### src/sv/sha256_byte_stream_hash_top_assert.svh
// Assertion macros shared by the hash block.
`ifndef SHA256_BYTE_STREAM_HASH_TOP_ASSERT_SVH
`define SHA256_BYTE_STREAM_HASH_TOP_ASSERT_SVH

`ifndef SYNTHESIS

// Property that must hold at every clock edge outside reset.
`define S256_ASSERT(lbl, clk, rst_n, prop) \
  lbl: assert property (@(posedge clk) disable iff (!(rst_n)) (prop)) \
    else $error("s256 assertion failed");

// Condition that must never be true outside reset.
`define S256_NEVER(lbl, clk, rst_n, cond) \
  lbl: assert property (@(posedge clk) disable iff (!(rst_n)) !(cond)) \
    else $error("s256 forbidden condition seen");

`else

`define S256_ASSERT(lbl, clk, rst_n, prop)
`define S256_NEVER(lbl, clk, rst_n, cond)

`endif

`endif

### src/sv/s256_pkg.sv
`default_nettype none

package s256_pkg;

  typedef logic [31:0] word_t;
  // Working variables a..h, index 0 is a.
  typedef word_t [7:0] work_t;

  typedef struct packed {
    logic       op;
    logic [7:0] data_byte;
  } in_t;

  typedef struct packed {
    logic [31:0] digest_word;
    logic [2:0]  word_index;
    logic        last_word;
  } out_t;

  // Controls from the sequencer to the message schedule
  typedef struct packed {
    logic       load;      // take one byte into the block
    logic [7:0] byte_val;
    logic       word_end;  // byte completes a 32-bit word
    logic       expand;    // advance schedule by one round
  } sched_ctl_t;

  localparam logic       OP_ABSORB = 1'b0;
  localparam logic       OP_FINISH = 1'b1;
  localparam logic [7:0] PAD_MARK  = 8'h80;
  localparam logic [5:0] LAST_POS  = 6'd63;
  localparam logic [2:0] LAST_WORD = 3'd7;

  localparam word_t IV [8] = '{
    32'h6a09e667, 32'hbb67ae85, 32'h3c6ef372, 32'ha54ff53a,
    32'h510e527f, 32'h9b05688c, 32'h1f83d9ab, 32'h5be0cd19
  };

  localparam word_t K [64] = '{
    32'h428a2f98, 32'h71374491, 32'hb5c0fbcf, 32'he9b5dba5,
    32'h3956c25b, 32'h59f111f1, 32'h923f82a4, 32'hab1c5ed5,
    32'hd807aa98, 32'h12835b01, 32'h243185be, 32'h550c7dc3,
    32'h72be5d74, 32'h80deb1fe, 32'h9bdc06a7, 32'hc19bf174,
    32'he49b69c1, 32'hefbe4786, 32'h0fc19dc6, 32'h240ca1cc,
    32'h2de92c6f, 32'h4a7484aa, 32'h5cb0a9dc, 32'h76f988da,
    32'h983e5152, 32'ha831c66d, 32'hb00327c8, 32'hbf597fc7,
    32'hc6e00bf3, 32'hd5a79147, 32'h06ca6351, 32'h14292967,
    32'h27b70a85, 32'h2e1b2138, 32'h4d2c6dfc, 32'h53380d13,
    32'h650a7354, 32'h766a0abb, 32'h81c2c92e, 32'h92722c85,
    32'ha2bfe8a1, 32'ha81a664b, 32'hc24b8b70, 32'hc76c51a3,
    32'hd192e819, 32'hd6990624, 32'hf40e3585, 32'h106aa070,
    32'h19a4c116, 32'h1e376c08, 32'h2748774c, 32'h34b0bcb5,
    32'h391c0cb3, 32'h4ed8aa4a, 32'h5b9cca4f, 32'h682e6ff3,
    32'h748f82ee, 32'h78a5636f, 32'h84c87814, 32'h8cc70208,
    32'h90befffa, 32'ha4506ceb, 32'hbef9a3f7, 32'hc67178f2
  };

  // Round sigmas
  function automatic word_t bsig0(input word_t x);
    return {x[1:0], x[31:2]} ^ {x[12:0], x[31:13]} ^ {x[21:0], x[31:22]};
  endfunction

  function automatic word_t bsig1(input word_t x);
    return {x[5:0], x[31:6]} ^ {x[10:0], x[31:11]} ^ {x[24:0], x[31:25]};
  endfunction

  // Schedule sigmas
  function automatic word_t ssig0(input word_t x);
    return {x[6:0], x[31:7]} ^ {x[17:0], x[31:18]} ^ {3'b000, x[31:3]};
  endfunction

  function automatic word_t ssig1(input word_t x);
    return {x[16:0], x[31:17]} ^ {x[18:0], x[31:19]} ^ {10'd0, x[31:10]};
  endfunction

endpackage

`default_nettype wire

### src/sv/s256_stream_if.sv
`default_nettype none

interface s256_stream_if #(
  parameter type payload_t = logic
) ();
  logic     valid;
  logic     ready;
  payload_t data;

  modport source (output valid, output data, input ready);
  modport sink   (input valid, input data, output ready);
endinterface

`default_nettype wire

### src/sv/s256_round.sv
`default_nettype none

// One compression round; the single arithmetic unit reused for all 64 rounds.
module s256_round (
  input  s256_pkg::work_t v_i,
  input  s256_pkg::word_t k_i,
  input  s256_pkg::word_t w_i,
  output s256_pkg::work_t v_o
);

  s256_pkg::word_t ch;
  s256_pkg::word_t maj;
  s256_pkg::word_t t1;
  s256_pkg::word_t t2;

  always_comb begin
    ch  = (v_i[4] & v_i[5]) ^ (~v_i[4] & v_i[6]);
    maj = (v_i[0] & v_i[1]) ^ (v_i[0] & v_i[2]) ^ (v_i[1] & v_i[2]);
    t1  = v_i[7] + s256_pkg::bsig1(v_i[4]) + ch + k_i + w_i;
    t2  = s256_pkg::bsig0(v_i[0]) + maj;
  end

  // Rotate the working variables
  always_comb begin
    v_o[0] = t1 + t2;
    v_o[1] = v_i[0];
    v_o[2] = v_i[1];
    v_o[3] = v_i[2];
    v_o[4] = v_i[3] + t1;
    v_o[5] = v_i[4];
    v_o[6] = v_i[5];
    v_o[7] = v_i[6];
  end

endmodule

`default_nettype wire

### src/sv/s256_sched.sv
`default_nettype none

// Block buffer and message schedule as one 16-word shift line.
// Bytes pack into words that shift in at the top; during rounds the
// line slides by one word, tap 0 being the current round word.
module s256_sched (
  input  wire                    clk_i,
  input  s256_pkg::sched_ctl_t   ctl_i,
  output s256_pkg::word_t        w_o
);

  logic [23:0]        acc_q;
  logic [15:0][31:0]  line_q;
  s256_pkg::word_t    nxt_w;

  // Next schedule word from the fixed taps
  assign nxt_w = s256_pkg::ssig1(line_q[14]) + line_q[9]
               + s256_pkg::ssig0(line_q[1]) + line_q[0];

  always_ff @(posedge clk_i) begin
    if (ctl_i.load) begin
      acc_q <= {acc_q[15:0], ctl_i.byte_val};
      if (ctl_i.word_end) begin
        line_q <= {{acc_q, ctl_i.byte_val}, line_q[15:1]};
      end
    end else if (ctl_i.expand) begin
      line_q <= {nxt_w, line_q[15:1]};
    end
  end

  assign w_o = line_q[0];

endmodule

`default_nettype wire

### src/sv/sha256_byte_stream_hash_top.sv
`default_nettype none
// Channel  Dir  Payload                              Accepted when
// in_i     in   op, data_byte                        in_i.valid && in_i.ready
// out_o    out  digest_word, word_index, last_word   out_o.valid && out_o.ready
//
// An absorb transaction is taken while idle; the 64th byte of a block starts 64 rounds
// of the shared round unit plus one chaining add, and no further byte is taken until
// they complete. A finish feeds the padding bytes through the same
// byte path (one per cycle, 64 - pos or 128 - pos of them), runs one or two
// compressions and then presents eight digest words, one per cycle unless stalled.
// Reset loads the initial hash values and clears the byte count; no sweep.
// in_i.ready is high only while idle; out_o stalls hold the current word.

`include "sha256_byte_stream_hash_top_assert.svh"

module sha256_byte_stream_hash_top (
  input  wire                 clk_i,
  input  wire                 rst_ni,
  s256_stream_if.sink         in_i,
  s256_stream_if.source       out_o
);

  localparam logic [2:0] ST_IDLE = 3'd0;
  localparam logic [2:0] ST_PAD  = 3'd1;
  localparam logic [2:0] ST_COMP = 3'd2;
  localparam logic [2:0] ST_ADD  = 3'd3;
  localparam logic [2:0] ST_OUT  = 3'd4;

  logic [2:0]             state_q, state_d;
  logic [60:0]            tot_q, tot_d;
  logic [63:0]            bits_q, bits_d;
  logic                   fin_q, fin_d;         // finishing a message
  logic                   first_q, first_d;     // next pad byte is the marker
  logic                   fin_blk_q, fin_blk_d; // current pad block takes the length
  logic [5:0]             rnd_q, rnd_d;
  logic [2:0]             widx_q, widx_d;
  s256_pkg::word_t        h_q [8];
  s256_pkg::word_t        h_d [8];
  s256_pkg::work_t        v_q, v_d, v_rnd;
  s256_pkg::work_t        h_pack;
  s256_pkg::sched_ctl_t   sctl;
  s256_pkg::word_t        w_cur;
  s256_pkg::in_t          in_data;
  logic [5:0]             pos;
  logic [7:0]             pad_byte;
  logic                   in_acc;
  logic                   out_acc;

  assign in_data = in_i.data;
  assign pos     = tot_q[5:0];
  assign in_i.ready = (state_q == ST_IDLE);
  assign in_acc  = in_i.valid && in_i.ready;
  assign out_acc = out_o.valid && out_o.ready;

  // Padding byte: marker, then zeros, then the bit length big-endian
  always_comb begin
    if (first_q) begin
      pad_byte = s256_pkg::PAD_MARK;
    end else if (fin_blk_q && (pos[5:3] == 3'b111)) begin
      pad_byte = bits_q[{~pos[2:0], 3'b000} +: 8];
    end else begin
      pad_byte = 8'h00;
    end
  end

  always_comb begin
    for (int i = 0; i < 8; i++) begin
      h_pack[i] = h_q[i];
    end
  end

  s256_sched u_sched (
    .clk_i (clk_i),
    .ctl_i (sctl),
    .w_o   (w_cur)
  );

  s256_round u_round (
    .v_i (v_q),
    .k_i (s256_pkg::K[rnd_q]),
    .w_i (w_cur),
    .v_o (v_rnd)
  );

  // Sequencer
  always_comb begin
    state_d   = state_q;
    tot_d     = tot_q;
    bits_d    = bits_q;
    fin_d     = fin_q;
    first_d   = first_q;
    fin_blk_d = fin_blk_q;
    rnd_d     = rnd_q;
    widx_d    = widx_q;
    v_d       = v_q;
    for (int i = 0; i < 8; i++) begin
      h_d[i] = h_q[i];
    end
    sctl.load     = 1'b0;
    sctl.byte_val = in_data.data_byte;
    sctl.word_end = (pos[1:0] == 2'b11);
    sctl.expand   = 1'b0;

    case (state_q)
      ST_IDLE: begin
        if (in_acc) begin
          if (in_data.op == s256_pkg::OP_ABSORB) begin
            sctl.load = 1'b1;
          end else begin
            bits_d    = {tot_q, 3'b000};
            fin_d     = 1'b1;
            first_d   = 1'b1;
            fin_blk_d = (pos[5:3] != 3'b111);
            state_d   = ST_PAD;
          end
        end
      end
      ST_PAD: begin
        sctl.load     = 1'b1;
        sctl.byte_val = pad_byte;
        first_d       = 1'b0;
      end
      ST_COMP: begin
        sctl.expand = 1'b1;
        v_d   = v_rnd;
        rnd_d = rnd_q + 6'd1;
        if (rnd_q == s256_pkg::LAST_POS) begin
          state_d = ST_ADD;
        end
      end
      ST_ADD: begin
        for (int i = 0; i < 8; i++) begin
          h_d[i] = h_q[i] + v_q[i];
        end
        if (!fin_q) begin
          state_d = ST_IDLE;
        end else if (fin_blk_q) begin
          widx_d  = 3'd0;
          state_d = ST_OUT;
        end else begin
          fin_blk_d = 1'b1;
          state_d   = ST_PAD;
        end
      end
      ST_OUT: begin
        if (out_acc) begin
          widx_d = widx_q + 3'd1;
          if (widx_q == s256_pkg::LAST_WORD) begin
            for (int i = 0; i < 8; i++) begin
              h_d[i] = s256_pkg::IV[i];
            end
            tot_d   = '0;
            fin_d   = 1'b0;
            state_d = ST_IDLE;
          end
        end
      end
      default: begin
        state_d = ST_IDLE;
      end
    endcase

    // Byte into the block; a full block starts the rounds
    if (sctl.load) begin
      tot_d = tot_q + 61'd1;
      if (pos == s256_pkg::LAST_POS) begin
        v_d     = h_pack;
        rnd_d   = 6'd0;
        state_d = ST_COMP;
      end
    end
  end

  always_ff @(posedge clk_i or negedge rst_ni) begin
    if (!rst_ni) begin
      state_q   <= ST_IDLE;
      tot_q     <= '0;
      fin_q     <= 1'b0;
      first_q   <= 1'b0;
      fin_blk_q <= 1'b0;
      rnd_q     <= '0;
      widx_q    <= '0;
      for (int i = 0; i < 8; i++) begin
        h_q[i] <= s256_pkg::IV[i];
      end
    end else begin
      state_q   <= state_d;
      tot_q     <= tot_d;
      fin_q     <= fin_d;
      first_q   <= first_d;
      fin_blk_q <= fin_blk_d;
      rnd_q     <= rnd_d;
      widx_q    <= widx_d;
      for (int i = 0; i < 8; i++) begin
        h_q[i] <= h_d[i];
      end
    end
  end

  // Payload registers
  always_ff @(posedge clk_i) begin
    bits_q <= bits_d;
    v_q    <= v_d;
  end

  // Digest words come straight from the chaining registers
  assign out_o.valid            = (state_q == ST_OUT);
  assign out_o.data.digest_word = h_q[widx_q];
  assign out_o.data.word_index  = widx_q;
  assign out_o.data.last_word   = (widx_q == s256_pkg::LAST_WORD);

  // Checks
  `S256_NEVER(a_ready_while_out, clk_i, rst_ni, in_i.ready && out_o.valid)
  `S256_ASSERT(a_out_after_add, clk_i, rst_ni, $rose(out_o.valid) |-> $past(state_q) == ST_ADD)
  `S256_ASSERT(a_out_block_aligned, clk_i, rst_ni, out_o.valid |-> tot_q[5:0] == 6'd0)
  `S256_ASSERT(a_last_back_idle, clk_i, rst_ni, (out_acc && out_o.data.last_word) |=> in_i.ready)

endmodule

`default_nettype wire

### src/flat_wrapper.sv
// flat-port wrapper written by rule: the top's interface ports become plain ports
module sha256_byte_stream_hash_top_flat import s256_pkg::*;
  (clk_i, rst_ni, in_i_valid, in_i_data, in_i_ready, out_o_valid, out_o_data, out_o_ready);
  s256_stream_if #(.payload_t(in_t)) in_i_i ();
  s256_stream_if #(.payload_t(out_t)) out_o_i ();
  input  wire clk_i;
  input  wire rst_ni;
  input wire logic [$bits(in_i_i.valid)-1:0] in_i_valid;
  input wire logic [$bits(in_i_i.data)-1:0] in_i_data;
  output wire logic [$bits(in_i_i.ready)-1:0] in_i_ready;
  output wire logic [$bits(out_o_i.valid)-1:0] out_o_valid;
  output wire logic [$bits(out_o_i.data)-1:0] out_o_data;
  input wire logic [$bits(out_o_i.ready)-1:0] out_o_ready;
  assign in_i_i.valid = in_i_valid;
  assign in_i_i.data = in_i_data;
  assign in_i_ready = in_i_i.ready;
  assign out_o_valid = out_o_i.valid;
  assign out_o_data = out_o_i.data;
  assign out_o_i.ready = out_o_ready;
  sha256_byte_stream_hash_top u_core (.clk_i(clk_i), .rst_ni(rst_ni), .in_i(in_i_i), .out_o(out_o_i));
endmodule
### config.mk
export PLATFORM = sky130hd
export DESIGN_NAME = sha256_byte_stream_hash_top_flat
export DESIGN_NICKNAME = d
export VERILOG_FILES = /design/src/sv/s256_pkg.sv /design/src/sv/s256_stream_if.sv /design/src/sv/s256_round.sv /design/src/sv/s256_sched.sv /design/src/sv/sha256_byte_stream_hash_top.sv /design/src/flat_wrapper.sv
export VERILOG_INCLUDE_DIRS = /design/src /design/src/sv
export SDC_FILE = /design/constraint.sdc
export NUM_CORES = 2
export LEC_CHECK = 0
export ABC_AREA = 1
export ABC_CLOCK_PERIOD_IN_PS = 16400
export BUFFER_PORTS_ARGS = -buffer_cell sky130_fd_sc_hd__buf_2
export CAP_MARGIN = 30
export CELL_PAD_IN_SITES_DETAIL_PLACEMENT = 1
export CELL_PAD_IN_SITES_GLOBAL_PLACEMENT = 1
export CORE_MARGIN = 4
export CORE_UTILIZATION = 35
export DETAILED_ROUTE_END_ITERATION = 16
export PLACE_DENSITY = 0.61
export SKIP_LAST_GASP = 1
export SYNTH_ARGS = -nofsm -noshare
export SYNTH_HDL_FRONTEND = slang
export SYNTH_SLANG_ARGS = --single-unit
### constraint.sdc
create_clock -name clk_i -period 16.4 [get_ports clk_i]
set_input_delay 3.28 -clock clk_i [delete_from_list [all_inputs] [get_ports clk_i]]
set_output_delay 3.28 -clock clk_i [all_outputs]
set_load 0.05 [all_outputs]
# Word level (Yosys, flattened, before mapping)
# Memories as Yosys holds them, arrays and structs flattened.
# Cells that the tools add are included.
[op_classes]
n_addsub = 21
bitwise = 20
n_mul = 0
n_mux = 52
n_shift = 1
n_div = 0
reduce_logical = 20
magnitude_cmp = 2
n_eq_ne = 17
[ops]
columns = ["operator", "n"]
rows = [
  ["$mux 512", 3],
  ["$mux 256", 5],
  ["$add 32x32->32", 18],
  ["$pmux 256 s2", 1],
  ["$xor 32x32->32", 9],
  ["$mux 61", 4],
  ["$and 32x32->32", 5],
  ["$mux 32", 4],
  ["$bmux 32 s3", 1],
  ["$shiftx 64x7->8", 1],
  ["$add 61x1->61 const B", 1],
  ["$mux 3", 12],
  ["$not 32->32", 1],
  ["$xor 32x22->32", 1],
  ["$xor 32x29->32", 1],
  ["$mux 8", 3],
  ["$mux 6", 3],
  ["$reduce_bool 2->1", 8],
  ["$pmux 3 s5", 1],
  ["$eq 6x6->1 const B", 2],
  ["$reduce_and 3->1", 4],
  ["$mux 1", 10],
  ["$ne 2x2->1 const B", 5],
  ["$eq 3x3->1 const B", 3],
  ["19 further kinds", 27],
]
[word_totals]
mem_count = 1
ramBits = 0
word_cells = 175
ff_bits = 1185
romBits = 2048
out_inout_bits = 38
latch_bits = 0
[memory_table]
columns = ["name", "depth", "word_bits", "read_ports", "rd_ports_with_merged_regs", "write_ports", "line_no", "source"]
rows = [
  ["(no name shown)", 64, 32, 1, 0, 0, "sha256_byte_stream_hash_top.sv:80", ".k_i (s256_pkg::K[rnd_q]),"],
]

# Depth between registers and ports, before layout
[depth]
ltp_word = 10
depth_mapped = 48
mapped_depth_nobuf = 47

# Hierarchy
# A second synthesis with hierarchy kept.
[unflattened]
cells_unflattened = 11221
hier_area_um2 = 84416.0
[modules_own_cells]
columns = ["module", "seq_area_each_um2", "area_each_um2", "instances", "cells_each"]
rows = [
  ["sha256_byte_stream_hash_top", 15434.8, 50073.0, 1, 7925],
  ["s256_sched", 16095.4, 21888.5, 1, 1486],
  ["s256_round", 0.0, 12454.4, 1, 1810],
]

# Worst setup path after synthesis
# OpenSTA, ideal clock, no wires.
[synth_path]
kind = "input-to-reg"
startpoint = "input in_i_data[8]"
endpoint = "register u_core.u_sched.line_q[100] (netlist name), enable pin"
setup_time_ns = 0.902
n_path_buf = 2
path_slack_ns = 0.559
required_time_ns = 15.498
t_arrival_ns = 14.939
cell_stages = 7
path_cell_list = "nor2_1 > nand2_1 > nand2_1 > buf_2 > buf_2 > nand2_1 > nand2_1"
[synth_via]
elab_chain_cells = 5
word_cells_on_any_way = 6
classes_between = "1 x eq/ne; 3 x mux; 2 x reduce/logical"
[synth_rtl]
columns = ["element", "line_no", "source"]
rows = [
  ["start, declared", "flat_wrapper.sv:9", "input wire logic [$bits(in_i_i.data)-1:0] in_i_data;"],
  ["$mux 1 *", "sha256_byte_stream_hash_top.sv:107", "if (in_data.op == s256_pkg::OP_ABSORB) begin"],
  ["$mux 1 *", "sha256_byte_stream_hash_top.sv:106", "if (in_acc) begin"],
  ["$pmux 1 s2 *", "sha256_byte_stream_hash_top.sv:104", "case (state_q)"],
  ["$ne 2x2->1 (no source line) / $reduce_bool 2->1 (equally long branches)", "-", ""],
  ["$reduce_and 2->1 (no source line) *", "-", ""],
  ["end signal, assigned", "s256_sched.sv:24", "line_q <= {{acc_q, ctl_i.byte_val}, line_q[15:1]};"],
  ["end signal, assigned", "s256_sched.sv:27", "line_q <= {nxt_w, line_q[15:1]};"],
  ["end, declared", "s256_sched.sv:13", "logic [15:0][31:0] line_q;"],
]
# Every way passes the cells marked *; elsewhere a longest branch is shown, timed or not.
# A chain may end at the register's enable or synchronous reset.

==> results.cfg <==
[cts]
htree_levels = 4
cts_sinks = 1185
post_cts_buffers = 0
cts_tree = built
ctsResizeCount = 0
clk_latency_ps = 850
cts_buffer_depth = 3
cts_made_buffers = 141
root_buffer = clkbuf_16
clk_transition_reported_paths_ps = 60
hold_buffers = 0

[finish]
nets = 10000
drive_above_1_share_pct = 6.22
utilization_pct = 39.2
synthToLayoutAreaGrowth_pct = 11.0

[detailed_routing]
drtIter0Drc = 6225
via_per_inst = 5.60
antenna_left = 0
first_pass_iters = 5
vias = 69300
drcViolationCount = 0
wl_per_cell_microns = 28.4
routed_wl_mm = 351

[setup_path]
cp-start-kind = flip-flop
rr_worst_depth = 35
cp_slowest_cell = xor2_1
critical_path.max_stage_delay_ps = 640
r2r-start = u_core.rnd_q[5]$_DFF_PN0_
crit_arrival_ps = 10410
crit_path_frequent_cell = inv_1
path_max_fanout = 30
path_class = reg2reg
critPathCaptureType = flip-flop
r2r_slack_ps = 6750
worstReg2RegEnd = u_core.v_q[28]$_DFF_P_
required_ps = 17170

[yosys]
synth_top_area_share_pct = 23.3
ys_seq_elements = 1185
ys_types = 62
yosys.area_share.simple_pct = 17.8
muxShareOfSynthArea_pct = 0.341
ys.flop_type = edfxtp_1
async_reset_ff_share_pct = 28.0
netlist_area_sq_um = 77000
synth_xor_area_share_pct = 4.46
syn_inst = 9438
yosysTopAreaCell = edfxtp_1
synthAdderAreaFrac_pct = 11.5
syn_avg_cell_area_sq_um = 8.16
seq_area_frac_synth_pct = 41.0
synth_compound_area_share_pct = 16.7
synth_top_family_by_area = simple AND/OR/NAND/NOR gates
synth_area_leaders = edfxtp_1 23%, nand2_1 9.0%, dfxtp_1 6.7%
syn_nets = 10000
synth_edf_count = 597
ys_warn_count = 0

[placed_design]
pre_cts_slack_ps = 6800
gp_congestion = 1.00
portBuffers = 50
dp_hpwl_mm = 276

[floorplanning]
rows = 171
core_area_sq_um = 218000
design.portCount = 51
start_util_pct = 35.3
die-area_sq_um = 228000
die_w_microns = 477
die_y_microns = 477

[timing]
grt_setup_unrepaired = false
maxSlewHeadroom_pct = 21.3
worst_slew_pin_slew_ps = 1180
report.final.slew_viol_count = 0
fin_skew_ps = 46.4
hold_viol = 0
fin_crit_ps = 9650
fmax_mhz = 104
fin_tns_setup_ps = 0
finalCritPeriodShare_pct = 58.8
setup_viol = 0
setup_slack_ps = 6750

[global_route]
grt_max_degree = 152
antenna_found_initial = 23
track_usage_pct = 30.2
met3_usage_pct = 4.68
grt_pass1_vias = 70400
grt_pass1_wl_mm = 507
grt_use_met2_pct = 48.7
busiest_layer = met2
grt_overflow = 0
met1_usage_pct = 41.6

[flow_run]
max-cap-violations = 0

[worst_hold_path]
hold_end = u_core.u_sched.line_q[53]$_DFFE_PP_
hold_depth = 0
hold_path_class = reg2reg
worstHoldStart = u_core.u_sched.line_q[85]$_DFFE_PP_

[run_status]
status = completed
==> Yosys cell counts (5+ instances only) <==
master       n
xnor2_1    165
nand2_1   1845
dfrtp_1    196
a31oi_1    113
a22oi_1     35
o22ai_1    123
inv_1     1324
fa_1       195
dfstp_2    136
nor4_1      16
mux2i_1     24
o21a_1      41
o31ai_1     15
dfxtp_1    256
edfxtp_1   597
nor2_1     730
xor2_1     227
nor3_1     104
nand3_1    453
o211ai_1    62
o21ai_0    883
nor2_2      10
buf_2       30
a21oi_1    691
a221oi_1    18
and3_1      11
inv_2       10
o21ai_1      7
nand3b_1    11
nand4_1     90
a21boi_0    28
a211oi_1    16
o221ai_1    97
nor3_2       5
o21bai_1    44
ha_1       397
clkbuf_1   268
o311ai_0     8
a21o_1      52
or2_2       34
buf_1       28
==> metal layers <==
layer / vias to the layer above / routed length [microns]
met4: 10 / 12300
li1: 31700 / -
met1: 35200 / 157000
met3: 481 / 20700
met5: - / 199
met2: 1949 / 161000
==> cell type report <==
type	count	area, sq um
Antenna cell	5	12.5
Multi-Input combinational cell	6591	39300
Clock buffer	197	3910
Tap cell	2854	3570
Fill cell	25800	133000
Sequential cell	1185	31500
Inverter	1335	5030
Clock inverter	64	973
Timing Repair Buffer	150	1150
==> flip-flops by register name, indices dropped and copies added (netlist names) <==
name,flops
u_core.u_sched.line_q,480
u_core.h_pack,256
u_core.v_q,256
u_core.bits_q,61
u_core.tot_q,61
u_core.u_sched.w_o,32
u_core.u_sched.acc_q,24
u_core.rnd_q,6
u_core.state_q,3
u_core.widx_q,3
u_core.fin_blk_q,1
u_core.fin_q,1
u_core.first_q,1
==> per-stage QoR <==
stage	area (sq um)	std cells	hold WS, ps
4_1_cts	85300	12400	404
6_report	85400	12400	410
3_3_place_gp	80300	12100	400
5_1_grt	85400	12400	408
3_5_place_dp	80400	12100	405
2_1_floorplan	77000	9438	400
==> cell families after synthesis <==
group                      after synthesis
and+or+nand+nor                       3325
buffers and inverters                 1662
AOI/OAI and AO/OA                     2255
DFF                                   1185
muxes                                   26
adders and majority gates              593
xor gates and xnor gates               392
==> worst max-delay path by stage <==
stage	start	endpoint	slack, ps	cells after the start
after global placement	u_core.rnd_q[5]$_DFF_PN0_	u_core.v_q[27]$_DFF_P_	6580	34
after floorplan	in_i_data[8]	u_core.u_sched.line_q[100]$_DFFE_PP_	560	7
after global routing	u_core.rnd_q[5]$_DFF_PN0_	u_core.v_q[28]$_DFF_P_	6290	35
after CTS	u_core.rnd_q[0]$_DFF_PN0_	u_core.v_q[27]$_DFF_P_	6790	36
final	u_core.rnd_q[5]$_DFF_PN0_	u_core.v_q[28]$_DFF_P_	6750	35
after detailed placement	u_core.rnd_q[0]$_DFF_PN0_	u_core.v_q[27]$_DFF_P_	6800	36
==> critical path: cells and delay by family, from the launching register on <==
kind,cells,cell delay [ps]
AND/OR/NAND/NOR,7,1370
XOR/XNOR,1,640
adder cells (fa/ha/maj),6,2820
AO/OA/AOI/OAI,11,2310
flip-flops,1,320
buffers and inverters,10,2070
==> cells in the final DEF, fill, tap and decap left out, types with 13 or more instances in the layout <==
| cell | count |
|---|---|
| nand2_1 | 1840 |
| inv_1 | 1321 |
| o21ai_0 | 883 |
| nor2_1 | 729 |
| a21oi_1 | 691 |
| edfxtp_1 | 597 |
| nand3_1 | 452 |
| ha_1 | 397 |
| dfxtp_1 | 256 |
| xor2_1 | 227 |
| fa_1 | 195 |
| dfrtp_1 | 194 |
| xnor2_1 | 165 |
| clkbuf_16 | 142 |
| dfstp_2 | 136 |
| o22ai_1 | 123 |
| a31oi_1 | 113 |
| nor3_1 | 104 |
| o221ai_1 | 97 |
| nand4_1 | 90 |
| buf_4 | 79 |
| o211ai_1 | 62 |
| buf_2 | 56 |
| a21o_1 | 52 |
| o21bai_1 | 44 |
| o21a_1 | 41 |
| clkbuf_1 | 40 |
| a22oi_1 | 35 |
| or2_2 | 34 |
| a21boi_0 | 28 |
| mux2i_1 | 24 |
| clkinv_2 | 20 |
| a221oi_1 | 17 |
| a211oi_1 | 16 |
| nor4_1 | 16 |
| o31ai_1 | 15 |
| clkbuf_8 | 15 |
| clkinv_16 | 13 |
Power is left out: the tool's default activity adds up to more than one toggle a clock period on the data nets, which glitch-free logic cannot reach.
